### config.mk
export PLATFORM = sky130hd
export DESIGN_NAME = battery_level_monitor
export DESIGN_NICKNAME = d
export VERILOG_FILES = /design/src/rtl/core/blm_pkg.sv /design/src/rtl/core/battery_level_monitor.sv /design/src/rtl/core/blm_fifo.sv /design/src/rtl/core/blm_front.sv /design/src/rtl/core/blm_div.sv /design/src/rtl/core/blm_back.sv
export SDC_FILE = /design/constraint.sdc
export NUM_CORES = 2
export LEC_CHECK = 0
export BUFFER_PORTS_ARGS = -buffer_cell sky130_fd_sc_hd__buf_2
export CAP_MARGIN = 20
export CORE_MARGIN = 2
export CORE_UTILIZATION = 45
export CTS_CLUSTER_DIAMETER = 150
export DETAILED_ROUTE_END_ITERATION = 10
export PLACE_DENSITY = 0.62
export REMOVE_ABC_BUFFERS = 1
export SYNTH_ARGS = -nofsm -noshare
export SYNTH_HDL_FRONTEND = slang
export SYNTH_SLANG_ARGS = --single-unit
### constraint.sdc
create_clock -name i_clk -period 8.8 [get_ports i_clk]
set_input_delay 1.32 -clock i_clk [delete_from_list [all_inputs] [get_ports i_clk]]
set_output_delay 1.32 -clock i_clk [all_outputs]
set_load 0.03 [all_outputs]
### src/rtl/core/blm_pkg.sv
`timescale 1ns / 1ps
// ============================================================================
// blm_pkg
// Types and constants shared by the battery level monitor modules.
// ============================================================================
package blm_pkg;

    localparam int unsigned SUM_W   = 20;
    localparam int unsigned DIV_W   = 33;
    localparam int unsigned DSR_W   = 16;
    localparam int unsigned STEP_W  = 6;
    localparam int unsigned NUM_W   = 23;
    localparam int unsigned CFG_W   = 16;
    localparam int unsigned CIDX_W  = 3;

    localparam logic [6:0] PCT_SCALE = 7'd100;

    localparam logic [STEP_W-1:0] STEPS_SCL = STEP_W'(DIV_W);
    localparam logic [STEP_W-1:0] STEPS_PCT = STEP_W'(NUM_W);

    typedef enum logic [CIDX_W-1:0] {
        CFG_VREF_MV    = 3'd0,
        CFG_FULL_SCALE = 3'd1,
        CFG_DIV_RATIO  = 3'd2,
        CFG_FULL_MV    = 3'd3,
        CFG_EMPTY_MV   = 3'd4,
        CFG_LOW_THR    = 3'd5,
        CFG_HYST       = 3'd6
    } t_cfg_idx;

    typedef struct packed {
        logic [11:0] adc_sample;
        logic        sample_ok;
    } t_in;

    typedef struct packed {
        logic [15:0] battery_mv;
        logic [6:0]  charge_pct;
        logic        battery_low;
    } t_out;

    typedef struct packed {
        logic [12:0] vref_mv;
        logic [15:0] adc_full_scale;
        logic [3:0]  divider_ratio;
        logic [15:0] full_mv;
        logic [15:0] empty_mv;
        logic [6:0]  low_threshold_pct;
        logic [6:0]  hysteresis_pct;
    } t_cfg;

    typedef struct packed {
        logic              start;
        logic [DIV_W-1:0]  dividend;
        logic [DSR_W-1:0]  divisor;
        logic [STEP_W-1:0] steps;
    } t_div_req;

    typedef struct packed {
        logic             busy;
        logic             done;
        logic [DIV_W-1:0] quotient;
    } t_div_rsp;

endpackage

### src/rtl/core/battery_level_monitor.sv
`timescale 1ns / 1ps
// ============================================================================
// battery_level_monitor
// Battery voltage gauge with percent and a low flag with hysteresis.
// ============================================================================
// Usage:
//   Input queue side: drive i_in and raise push; the sample transaction is
//   taken on a clock edge with push high and full low. Every
//   SAMPLES_PER_READING samples close one batch; the batch sum enters a
//   two-entry queue, so samples are taken one per cycle while it has room.
//   Result queue side: while empty is low, o_out holds the oldest reading;
//   raise pop to take it. One result per batch, none for other samples.
//   Configuration: write register i_cfg_idx with i_cfg_data while i_cfg_we
//   is high; only while no batch is in flight. Unknown indexes are ignored.
//   Sequence: once a batch's last sample is taken, its sum is queued; the
//   sequencer averages it by reciprocal multiply, multiplies by vref, makes
//   two passes through the shared one-bit-per-cycle divider (full scale,
//   then percent) around the divider ratio and clamp, and queues the result.
//   Overlap: the sequencer takes the next waiting sum only after it has
//   queued the previous reading. A pass whose divisor is not positive is skipped.
//   Reset: registers return to defaults, sum, count and low flag clear, and
//   both queues empty. No clearing pass is needed.
//   Stall: if pop is held off, results wait in a two-entry queue, the
//   sequencer holds its finished reading, batches back up, and full rises.
// ============================================================================
module battery_level_monitor #(
    parameter int unsigned SAMPLES_PER_READING = 8
) (
    input  logic                       i_clk,
    input  logic                       i_rst_n,
    input  logic                       push,
    output logic                       full,
    input  blm_pkg::t_in               i_in,
    output logic                       empty,
    input  logic                       pop,
    output blm_pkg::t_out              o_out,
    input  logic                       i_cfg_we,
    input  logic [blm_pkg::CIDX_W-1:0] i_cfg_idx,
    input  logic [blm_pkg::CFG_W-1:0]  i_cfg_data
);
    import blm_pkg::*;

    localparam int unsigned OUT_W = $bits(t_out);

    t_cfg             r_cfg;
    logic             in_accept;
    logic             batch_push;
    logic [SUM_W-1:0] batch_sum;
    logic             sum_empty;
    logic [SUM_W-1:0] sum_head;
    logic             sum_pop;
    t_div_req         div_req;
    t_div_rsp         div_rsp;
    logic             out_full;
    logic             out_push;
    t_out             out_item;
    logic [OUT_W-1:0] out_head;

    always_ff @(posedge i_clk) begin
        if (!i_rst_n) begin
            r_cfg.vref_mv           <= 13'd3300;
            r_cfg.adc_full_scale    <= 16'd4095;
            r_cfg.divider_ratio     <= 4'd2;
            r_cfg.full_mv           <= 16'd4200;
            r_cfg.empty_mv          <= 16'd3000;
            r_cfg.low_threshold_pct <= 7'd20;
            r_cfg.hysteresis_pct    <= 7'd5;
        end else if (i_cfg_we) begin
            case (t_cfg_idx'(i_cfg_idx))
                CFG_VREF_MV:    r_cfg.vref_mv           <= i_cfg_data[12:0];
                CFG_FULL_SCALE: r_cfg.adc_full_scale    <= i_cfg_data;
                CFG_DIV_RATIO:  r_cfg.divider_ratio     <= i_cfg_data[3:0];
                CFG_FULL_MV:    r_cfg.full_mv           <= i_cfg_data;
                CFG_EMPTY_MV:   r_cfg.empty_mv          <= i_cfg_data;
                CFG_LOW_THR:    r_cfg.low_threshold_pct <= i_cfg_data[6:0];
                CFG_HYST:       r_cfg.hysteresis_pct    <= i_cfg_data[6:0];
                default: begin
                end
            endcase
        end
    end

    assign in_accept = push && !full;

    blm_front #(
        .SAMPLES_PER_READING(SAMPLES_PER_READING)
    ) u_front (
        .i_clk   (i_clk),
        .i_rst_n (i_rst_n),
        .i_accept(in_accept),
        .i_in    (i_in),
        .o_push  (batch_push),
        .o_sum   (batch_sum)
    );

    blm_fifo #(
        .WIDTH(SUM_W),
        .DEPTH(2)
    ) u_sum_q (
        .i_clk  (i_clk),
        .i_rst_n(i_rst_n),
        .i_push (batch_push),
        .i_data (batch_sum),
        .o_full (full),
        .i_pop  (sum_pop),
        .o_data (sum_head),
        .o_empty(sum_empty)
    );

    blm_div u_div (
        .i_clk  (i_clk),
        .i_rst_n(i_rst_n),
        .i_req  (div_req),
        .o_rsp  (div_rsp)
    );

    blm_back #(
        .SAMPLES_PER_READING(SAMPLES_PER_READING)
    ) u_back (
        .i_clk      (i_clk),
        .i_rst_n    (i_rst_n),
        .i_cfg      (r_cfg),
        .i_sum_empty(sum_empty),
        .i_sum      (sum_head),
        .o_sum_pop  (sum_pop),
        .o_div_req  (div_req),
        .i_div_rsp  (div_rsp),
        .i_out_full (out_full),
        .o_out_push (out_push),
        .o_out      (out_item)
    );

    blm_fifo #(
        .WIDTH(OUT_W),
        .DEPTH(2)
    ) u_out_q (
        .i_clk  (i_clk),
        .i_rst_n(i_rst_n),
        .i_push (out_push),
        .i_data (out_item),
        .o_full (out_full),
        .i_pop  (pop),
        .o_data (out_head),
        .o_empty(empty)
    );

    assign o_out = t_out'(out_head);

endmodule

### src/rtl/core/blm_fifo.sv
`timescale 1ns / 1ps
// ============================================================================
// blm_fifo
// Small register-based queue with push/full and pop/empty sides.
// ============================================================================
module blm_fifo #(
    parameter int unsigned WIDTH = 20,
    parameter int unsigned DEPTH = 2
) (
    input  logic             i_clk,
    input  logic             i_rst_n,
    input  logic             i_push,
    input  logic [WIDTH-1:0] i_data,
    output logic             o_full,
    input  logic             i_pop,
    output logic [WIDTH-1:0] o_data,
    output logic             o_empty
);
    localparam int unsigned PTR_W = (DEPTH > 1) ? $clog2(DEPTH) : 1;
    localparam int unsigned CNT_W = $clog2(DEPTH + 1);
    localparam logic [PTR_W-1:0] PTR_LAST = PTR_W'(DEPTH - 1);
    localparam logic [CNT_W-1:0] CNT_FULL = CNT_W'(DEPTH);

    logic [WIDTH-1:0] r_mem [DEPTH];
    logic [PTR_W-1:0] r_wr_ptr;
    logic [PTR_W-1:0] r_rd_ptr;
    logic [CNT_W-1:0] r_cnt;
    logic             wr_en;
    logic             rd_en;

    assign o_full  = (r_cnt == CNT_FULL);
    assign o_empty = (r_cnt == '0);
    assign wr_en   = i_push && !o_full;
    assign rd_en   = i_pop && !o_empty;
    assign o_data  = r_mem[r_rd_ptr];

    always_ff @(posedge i_clk) begin
        if (wr_en) begin
            r_mem[r_wr_ptr] <= i_data;
        end
    end

    always_ff @(posedge i_clk) begin
        if (!i_rst_n) begin
            r_wr_ptr <= '0;
            r_rd_ptr <= '0;
            r_cnt    <= '0;
        end else begin
            if (wr_en) begin
                r_wr_ptr <= (r_wr_ptr == PTR_LAST) ? '0 : r_wr_ptr + 1'b1;
            end
            if (rd_en) begin
                r_rd_ptr <= (r_rd_ptr == PTR_LAST) ? '0 : r_rd_ptr + 1'b1;
            end
            if (wr_en && !rd_en) begin
                r_cnt <= r_cnt + 1'b1;
            end else if (rd_en && !wr_en) begin
                r_cnt <= r_cnt - 1'b1;
            end
        end
    end

endmodule

### src/rtl/core/blm_front.sv
`timescale 1ns / 1ps
// ============================================================================
// blm_front
// Sample accumulator: sums accepted samples and hands off each full batch.
// ============================================================================
module blm_front #(
    parameter int unsigned SAMPLES_PER_READING = 8
) (
    input  logic                        i_clk,
    input  logic                        i_rst_n,
    input  logic                        i_accept,
    input  blm_pkg::t_in                i_in,
    output logic                        o_push,
    output logic [blm_pkg::SUM_W-1:0]   o_sum
);
    import blm_pkg::*;

    localparam int unsigned CNT_W =
        (SAMPLES_PER_READING > 1) ? $clog2(SAMPLES_PER_READING) : 1;
    localparam logic [CNT_W-1:0] CNT_LAST = CNT_W'(SAMPLES_PER_READING - 1);

    logic [SUM_W-1:0] r_sum;
    logic [SUM_W-1:0] n_sum;
    logic [CNT_W-1:0] r_cnt;
    logic             last;

    assign n_sum  = r_sum + (i_in.sample_ok ? SUM_W'(i_in.adc_sample) : '0);
    assign last   = (r_cnt == CNT_LAST);
    assign o_push = i_accept && last;
    assign o_sum  = n_sum;

    always_ff @(posedge i_clk) begin
        if (!i_rst_n) begin
            r_sum <= '0;
            r_cnt <= '0;
        end else if (i_accept) begin
            if (last) begin
                r_sum <= '0;
                r_cnt <= '0;
            end else begin
                r_sum <= n_sum;
                r_cnt <= r_cnt + 1'b1;
            end
        end
    end

endmodule

### src/rtl/core/blm_div.sv
`timescale 1ns / 1ps
// ============================================================================
// blm_div
// Shared restoring divider, one quotient bit per cycle over the top bits.
// ============================================================================
module blm_div (
    input  logic              i_clk,
    input  logic              i_rst_n,
    input  blm_pkg::t_div_req i_req,
    output blm_pkg::t_div_rsp o_rsp
);
    import blm_pkg::*;

    logic              r_busy;
    logic              r_done;
    logic [STEP_W-1:0] r_cnt;
    logic [DIV_W-1:0]  r_dvd;
    logic [DSR_W-1:0]  r_dsr;
    logic [DSR_W-1:0]  r_rem;
    logic [DIV_W-1:0]  r_quo;
    logic [DSR_W:0]    shifted;
    logic [DSR_W:0]    diff;
    logic              ge;

    assign shifted = {r_rem, r_dvd[DIV_W-1]};
    assign diff    = shifted - {1'b0, r_dsr};
    assign ge      = (shifted >= {1'b0, r_dsr});

    assign o_rsp.busy     = r_busy;
    assign o_rsp.done     = r_done;
    assign o_rsp.quotient = r_quo;

    always_ff @(posedge i_clk) begin
        if (!i_rst_n) begin
            r_busy <= 1'b0;
            r_done <= 1'b0;
            r_cnt  <= '0;
        end else begin
            r_done <= 1'b0;
            if (i_req.start && !r_busy) begin
                r_busy <= 1'b1;
                r_cnt  <= i_req.steps;
            end else if (r_busy) begin
                r_cnt <= r_cnt - 1'b1;
                if (r_cnt == STEP_W'(1)) begin
                    r_busy <= 1'b0;
                    r_done <= 1'b1;
                end
            end
        end
    end

    always_ff @(posedge i_clk) begin
        if (i_req.start && !r_busy) begin
            r_dvd <= i_req.dividend;
            r_dsr <= i_req.divisor;
            r_rem <= '0;
            r_quo <= '0;
        end else if (r_busy) begin
            r_dvd <= {r_dvd[DIV_W-2:0], 1'b0};
            r_rem <= ge ? diff[DSR_W-1:0] : shifted[DSR_W-1:0];
            r_quo <= {r_quo[DIV_W-2:0], ge};
        end
    end

`ifndef SYNTH
    a_rem_below_divisor: assert property (@(posedge i_clk) disable iff (!i_rst_n)
        r_busy |-> (r_rem < r_dsr))
        else $error("divider remainder not below divisor");
    a_done_ends_busy: assert property (@(posedge i_clk) disable iff (!i_rst_n)
        r_done |-> !r_busy)
        else $error("divider done while still busy");
`endif

endmodule

### src/rtl/core/blm_back.sv
`timescale 1ns / 1ps
// ============================================================================
// blm_back
// Reading sequencer: average, scale to millivolts, percent and low flag.
// ============================================================================
module blm_back #(
    parameter int unsigned SAMPLES_PER_READING = 8
) (
    input  logic                      i_clk,
    input  logic                      i_rst_n,
    input  blm_pkg::t_cfg             i_cfg,
    input  logic                      i_sum_empty,
    input  logic [blm_pkg::SUM_W-1:0] i_sum,
    output logic                      o_sum_pop,
    output blm_pkg::t_div_req         o_div_req,
    input  blm_pkg::t_div_rsp         i_div_rsp,
    input  logic                      i_out_full,
    output logic                      o_out_push,
    output blm_pkg::t_out             o_out
);
    import blm_pkg::*;

    localparam int unsigned AVG_L  = $clog2(SAMPLES_PER_READING);
    localparam int unsigned AVG_SH = SUM_W + AVG_L;
    localparam int unsigned RCP_W  = SUM_W + 1;
    localparam int unsigned AVG_PW = SUM_W + RCP_W;
    localparam logic [RCP_W-1:0] AVG_RCP =
        RCP_W'(((64'd1 << AVG_SH) + 64'(SAMPLES_PER_READING) - 64'd1)
               / 64'(SAMPLES_PER_READING));

    typedef enum logic [9:0] {
        S_IDLE     = 10'b00_0000_0001,
        S_AVG      = 10'b00_0000_0010,
        S_MUL      = 10'b00_0000_0100,
        S_SCL      = 10'b00_0000_1000,
        S_SCL_WAIT = 10'b00_0001_0000,
        S_MV       = 10'b00_0010_0000,
        S_CLAMP    = 10'b00_0100_0000,
        S_PCT      = 10'b00_1000_0000,
        S_PCT_WAIT = 10'b01_0000_0000,
        S_EMIT     = 10'b10_0000_0000
    } t_state;

    t_state            r_state, n_state;
    logic [SUM_W-1:0]  r_raw,   n_raw;
    logic [DIV_W-1:0]  r_prod,  n_prod;
    logic [15:0]       r_adc,   n_adc;
    logic [15:0]       r_mv,    n_mv;
    logic [NUM_W-1:0]  r_num,   n_num;
    logic [6:0]        r_pct,   n_pct;
    logic              r_low,   n_low;
    logic [AVG_PW-1:0] avg_prod;
    logic [19:0]       mv_prod;
    logic [15:0]       v_hi;
    logic [15:0]       v_clip;
    logic [7:0]        thr_hi;
    logic              flag_next;

    assign avg_prod = AVG_PW'(r_raw) * AVG_PW'(AVG_RCP);
    assign mv_prod  = 20'(r_adc) * 20'(i_cfg.divider_ratio);
    assign v_hi     = (r_mv > i_cfg.full_mv) ? i_cfg.full_mv : r_mv;
    assign v_clip   = (v_hi < i_cfg.empty_mv) ? i_cfg.empty_mv : v_hi;
    assign thr_hi   = 8'(i_cfg.low_threshold_pct) + 8'(i_cfg.hysteresis_pct);

    always_comb begin
        if (r_pct <= i_cfg.low_threshold_pct) begin
            flag_next = 1'b1;
        end else if (8'(r_pct) >= thr_hi) begin
            flag_next = 1'b0;
        end else begin
            flag_next = r_low;
        end
    end

    assign o_out.battery_mv  = r_mv;
    assign o_out.charge_pct  = r_pct;
    assign o_out.battery_low = flag_next;

    always_comb begin
        n_state    = r_state;
        n_raw      = r_raw;
        n_prod     = r_prod;
        n_adc      = r_adc;
        n_mv       = r_mv;
        n_num      = r_num;
        n_pct      = r_pct;
        n_low      = r_low;
        o_sum_pop  = 1'b0;
        o_out_push = 1'b0;
        o_div_req  = '0;
        case (r_state)
            S_IDLE: begin
                if (!i_sum_empty) begin
                    o_sum_pop = 1'b1;
                    n_raw     = i_sum;
                    n_state   = S_AVG;
                end
            end
            S_AVG: begin
                n_raw   = SUM_W'(avg_prod >> AVG_SH);
                n_state = S_MUL;
            end
            S_MUL: begin
                n_prod  = DIV_W'(r_raw) * DIV_W'(i_cfg.vref_mv);
                n_state = S_SCL;
            end
            S_SCL: begin
                if (i_cfg.adc_full_scale == '0) begin
                    n_adc   = '0;
                    n_state = S_MV;
                end else begin
                    o_div_req.start    = 1'b1;
                    o_div_req.dividend = r_prod;
                    o_div_req.divisor  = i_cfg.adc_full_scale;
                    o_div_req.steps    = STEPS_SCL;
                    n_state            = S_SCL_WAIT;
                end
            end
            S_SCL_WAIT: begin
                if (i_div_rsp.done) begin
                    n_adc   = i_div_rsp.quotient[15:0];
                    n_state = S_MV;
                end
            end
            S_MV: begin
                n_mv    = mv_prod[15:0];
                n_state = S_CLAMP;
            end
            S_CLAMP: begin
                n_num   = NUM_W'(v_clip - i_cfg.empty_mv) * NUM_W'(PCT_SCALE);
                n_state = S_PCT;
            end
            S_PCT: begin
                if (i_cfg.full_mv > i_cfg.empty_mv) begin
                    o_div_req.start    = 1'b1;
                    o_div_req.dividend = {r_num, (DIV_W - NUM_W)'(0)};
                    o_div_req.divisor  = i_cfg.full_mv - i_cfg.empty_mv;
                    o_div_req.steps    = STEPS_PCT;
                    n_state            = S_PCT_WAIT;
                end else begin
                    n_pct   = '0;
                    n_state = S_EMIT;
                end
            end
            S_PCT_WAIT: begin
                if (i_div_rsp.done) begin
                    n_pct   = i_div_rsp.quotient[6:0];
                    n_state = S_EMIT;
                end
            end
            S_EMIT: begin
                if (!i_out_full) begin
                    o_out_push = 1'b1;
                    n_low      = flag_next;
                    n_state    = S_IDLE;
                end
            end
            default: begin
                n_state = S_IDLE;
            end
        endcase
    end

    always_ff @(posedge i_clk) begin
        if (!i_rst_n) begin
            r_state <= S_IDLE;
            r_low   <= 1'b0;
        end else begin
            r_state <= n_state;
            r_low   <= n_low;
        end
    end

    always_ff @(posedge i_clk) begin
        r_raw  <= n_raw;
        r_prod <= n_prod;
        r_adc  <= n_adc;
        r_mv   <= n_mv;
        r_num  <= n_num;
        r_pct  <= n_pct;
    end

`ifndef SYNTH
    a_start_when_idle: assert property (@(posedge i_clk) disable iff (!i_rst_n)
        o_div_req.start |-> !i_div_rsp.busy)
        else $error("divide started while divider busy");
    a_push_has_room: assert property (@(posedge i_clk) disable iff (!i_rst_n)
        o_out_push |-> !i_out_full)
        else $error("result pushed into full queue");
    a_pct_in_range: assert property (@(posedge i_clk) disable iff (!i_rst_n)
        o_out_push |-> (o_out.charge_pct <= PCT_SCALE))
        else $error("charge percent above full scale");
`endif

endmodule
==> flow_summary.ini <==
[run_status]
status = complete, no violations

[global_routing]
grt_pass1_vias = 22331
antenna_found_initial = 3
globalRouteTotalUtil_pct = 20.5
grt_max_degree = 68
grt_pass1_wl_mm = 117
grt-ovfl-total = 0

[synth]
synth.area.top_cells = edfxtp_1, fa_1, dfxtp_1, ha_1, nand2_1
avgSynthCellArea_um2 = 10.1
yosysUniqueCellTypes = 82
synth_edf_count = 250
netlist.area_leader.share_pct = 24.3
ys.flop_type = edfxtp_1
synth.largest_area_cell = edfxtp_1
synth-seq-cells = 413
seq_area_frac_synth_pct = 34.9
async_flop_share_pct = 0
synthCells = 3073
synth_warnings = 0
ys_top_cells_by_count = nand2_1, inv_1, ha_1, edfxtp_1, fa_1
netlist_area_mm2 = 0.0309
synth_most_common_cell = nand2_1

[die]
start_util_pct = 45.2
die_w_um = 266
row_count = 96
dieArea_mm2 = 0.0708
io_pins = 63
die_y_um = 266
coreArea_mm2 = 0.0683

[routing]
routedWlPerCell_um = 18.0
dr.pass1.iters = 5
ant_nets = 0
num_vias = 21887
drt_iter0_drc = 1312
route.detailed.drc = 0
drt_wl_total_mm = 72.5
vias_per_cell = 5.43

[placed_design]
portBuffers = 62
hpwl_mm = 55.8
gp_congestion = 0.921
dp.cells = 3928

[worst_setup_path]
critPathLaunchType = flip-flop
end_kind = flip-flop
cp.required_ps = 9110
cp_slowest_cell = fa_1
worst-setup-path-type = flip-flop to flip-flop
crit_arrival_ps = 8840
max_stage_delay_ps = 500
cp_max_fo = 6

[cts]
insertion_delay_ps = 590
cts_tree = done
clock_sinks = 413
ctsRootBufferMaster = clkbuf_16
clk_pin_slew_ps = 60
cts_max_level = 2
numCtsBuffers = 47
ctsHoldBuffers = 0
clk_path_buf_depth = 3

[timing]
fin_setup_tns_ps = 0
maxSlewHeadroom_pct = 30.8
tightest_slew_ps = 1030
final_hold_viol_count = 0
fin_crit_sh_pct = 96.9
setup_viol = 0
holdWs_ps = 463
period_needed_ps = 8530
drv_slew = 0
skew_ps = 33.5
fmax_mhz = 117

[layout]
fill_cells = 6127
num-nets-final = 3655
fin_cells = 4033
syn_to_final_growth_pct = 10.4
drive_above_1_share_pct = 10.3
diodes = 0

[job]
drv_cap = 0

[worst_hold_path]
hp-class = flip-flop to flip-flop
## state kept, by name, summed over array words and instances (netlist names), 20 cells and up, named ones only
| register | cells |
|---|---|
| u_back.r_prod | 33 |
| u_out_q.r_mem | 48 |
| u_sum_q.r_mem | 40 |
| u_back.r_num | 21 |
| u_back.r_raw | 20 |
| r_cfg | 79 |
| u_div.r_dvd | 33 |
| u_front.r_sum | 20 |
## layout by cell type, fill, tap and decap left out, types with 19 or more instances in the layout
master	instances
mux2_2	60
and2_1	172
a21o_1	52
o21ai_0	65
o2bb2ai_1	21
inv_1	345
clkbuf_16	47
fa_1	243
nor2_1	131
mux2i_1	33
edfxtp_1	250
a21oi_1	152
a22oi_1	32
nand2_1	412
nand3_1	49
nor2b_1	27
nor3_1	29
buf_4	51
nand2b_1	19
xnor2_1	88
a22o_1	37
xor2_1	44
and3_1	19
dfxtp_1	157
ha_1	254
buf_2	62
o211ai_1	20
## routing by layer
metal	track usage [%]	share of wire, %
met1	28.2	45
met5	0	0.046
met4	5.48	2.5
met2	33.6	47
met3	3.47	5.2
## cell families (layout without fill, tap and decap cells)
| logic type | count (synthesis) | in the layout | share of synthesized area, % |
|---|---|---|---|
| AND/OR/NAND/NOR | 943 | 943 | 14.6 |
| XOR/XNOR | 133 | 133 | 3.77 |
| buffers and inverters | 472 | 550 | 5.91 |
| multiplexers | 94 | 94 | 3.29 |
| AO/OA/AOI/OAI | 514 | 514 | 11.3 |
| flip-flops | 413 | 413 | 34.9 |
| adder cells (fa/ha/maj) | 504 | 504 | 26.3 |
## final timing paths
path | startpoint | to | cells after the start | slack, ps
max reg2reg | u_back.r_mv[12] | u_back.r_num[22] | 39 | 270
min reg2reg | u_front.r_cnt[2] | u_front.r_cnt[2] | 2 | 460
max | u_back.r_mv[12] | u_back.r_num[22] | 39 | 270
min | u_front.r_cnt[2] | u_front.r_cnt[2] | 2 | 460
## stage by stage
stage                     utilization (%)  setup slack [ps]  area [um^2]
final                                49.9               269        34100
after detailed placement             47.0             -18.8        32100
after floorplan                         -              39.9        30400
after global routing                 49.9             -77.2        34100
after CTS                            49.4              15.6        33800
after global placement               47.0               206        32100
## worst max-delay path: cells and delay by family (launching register included)
family / cells / cell delay [ps]
mux: 2 / 520
simple gates: 8 / 1540
fa+ha+maj: 8 / 2560
xor+xnor: 2 / 300
flops: 1 / 470
buf+inv: 5 / 470
compound gates: 14 / 2400
## repair_timing
| action | 4_1_cts | 5_1_grt |
|---|---|---|
| pin swaps | 1 | 17 |
| buffers inserted | 0 | 18 |
| setup endpoints to repair | 1 | 6 |
| cloned | 0 | 0 |
| gates resized for setup | 1 | 37 |
## layout make-up
| type | instances | area (um^2) | share of cell area [%] |
|---|---|---|---|
| repair buffers | 117 | 771 | 2.26 |
| well taps | 882 | 1100 | 3.24 |
| clock inverters | 27 | 400 | 1.17 |
| clock buffers | 59 | 1250 | 3.67 |
| flip-flops and latches | 413 | 10800 | 31.6 |
| inverters | 347 | 1300 | 3.82 |
| multi-input cells | 2188 | 18500 | 54.2 |
Power is not shown: default switching activity piles up to over one toggle a cycle in this logic, so the estimate is an artifact.
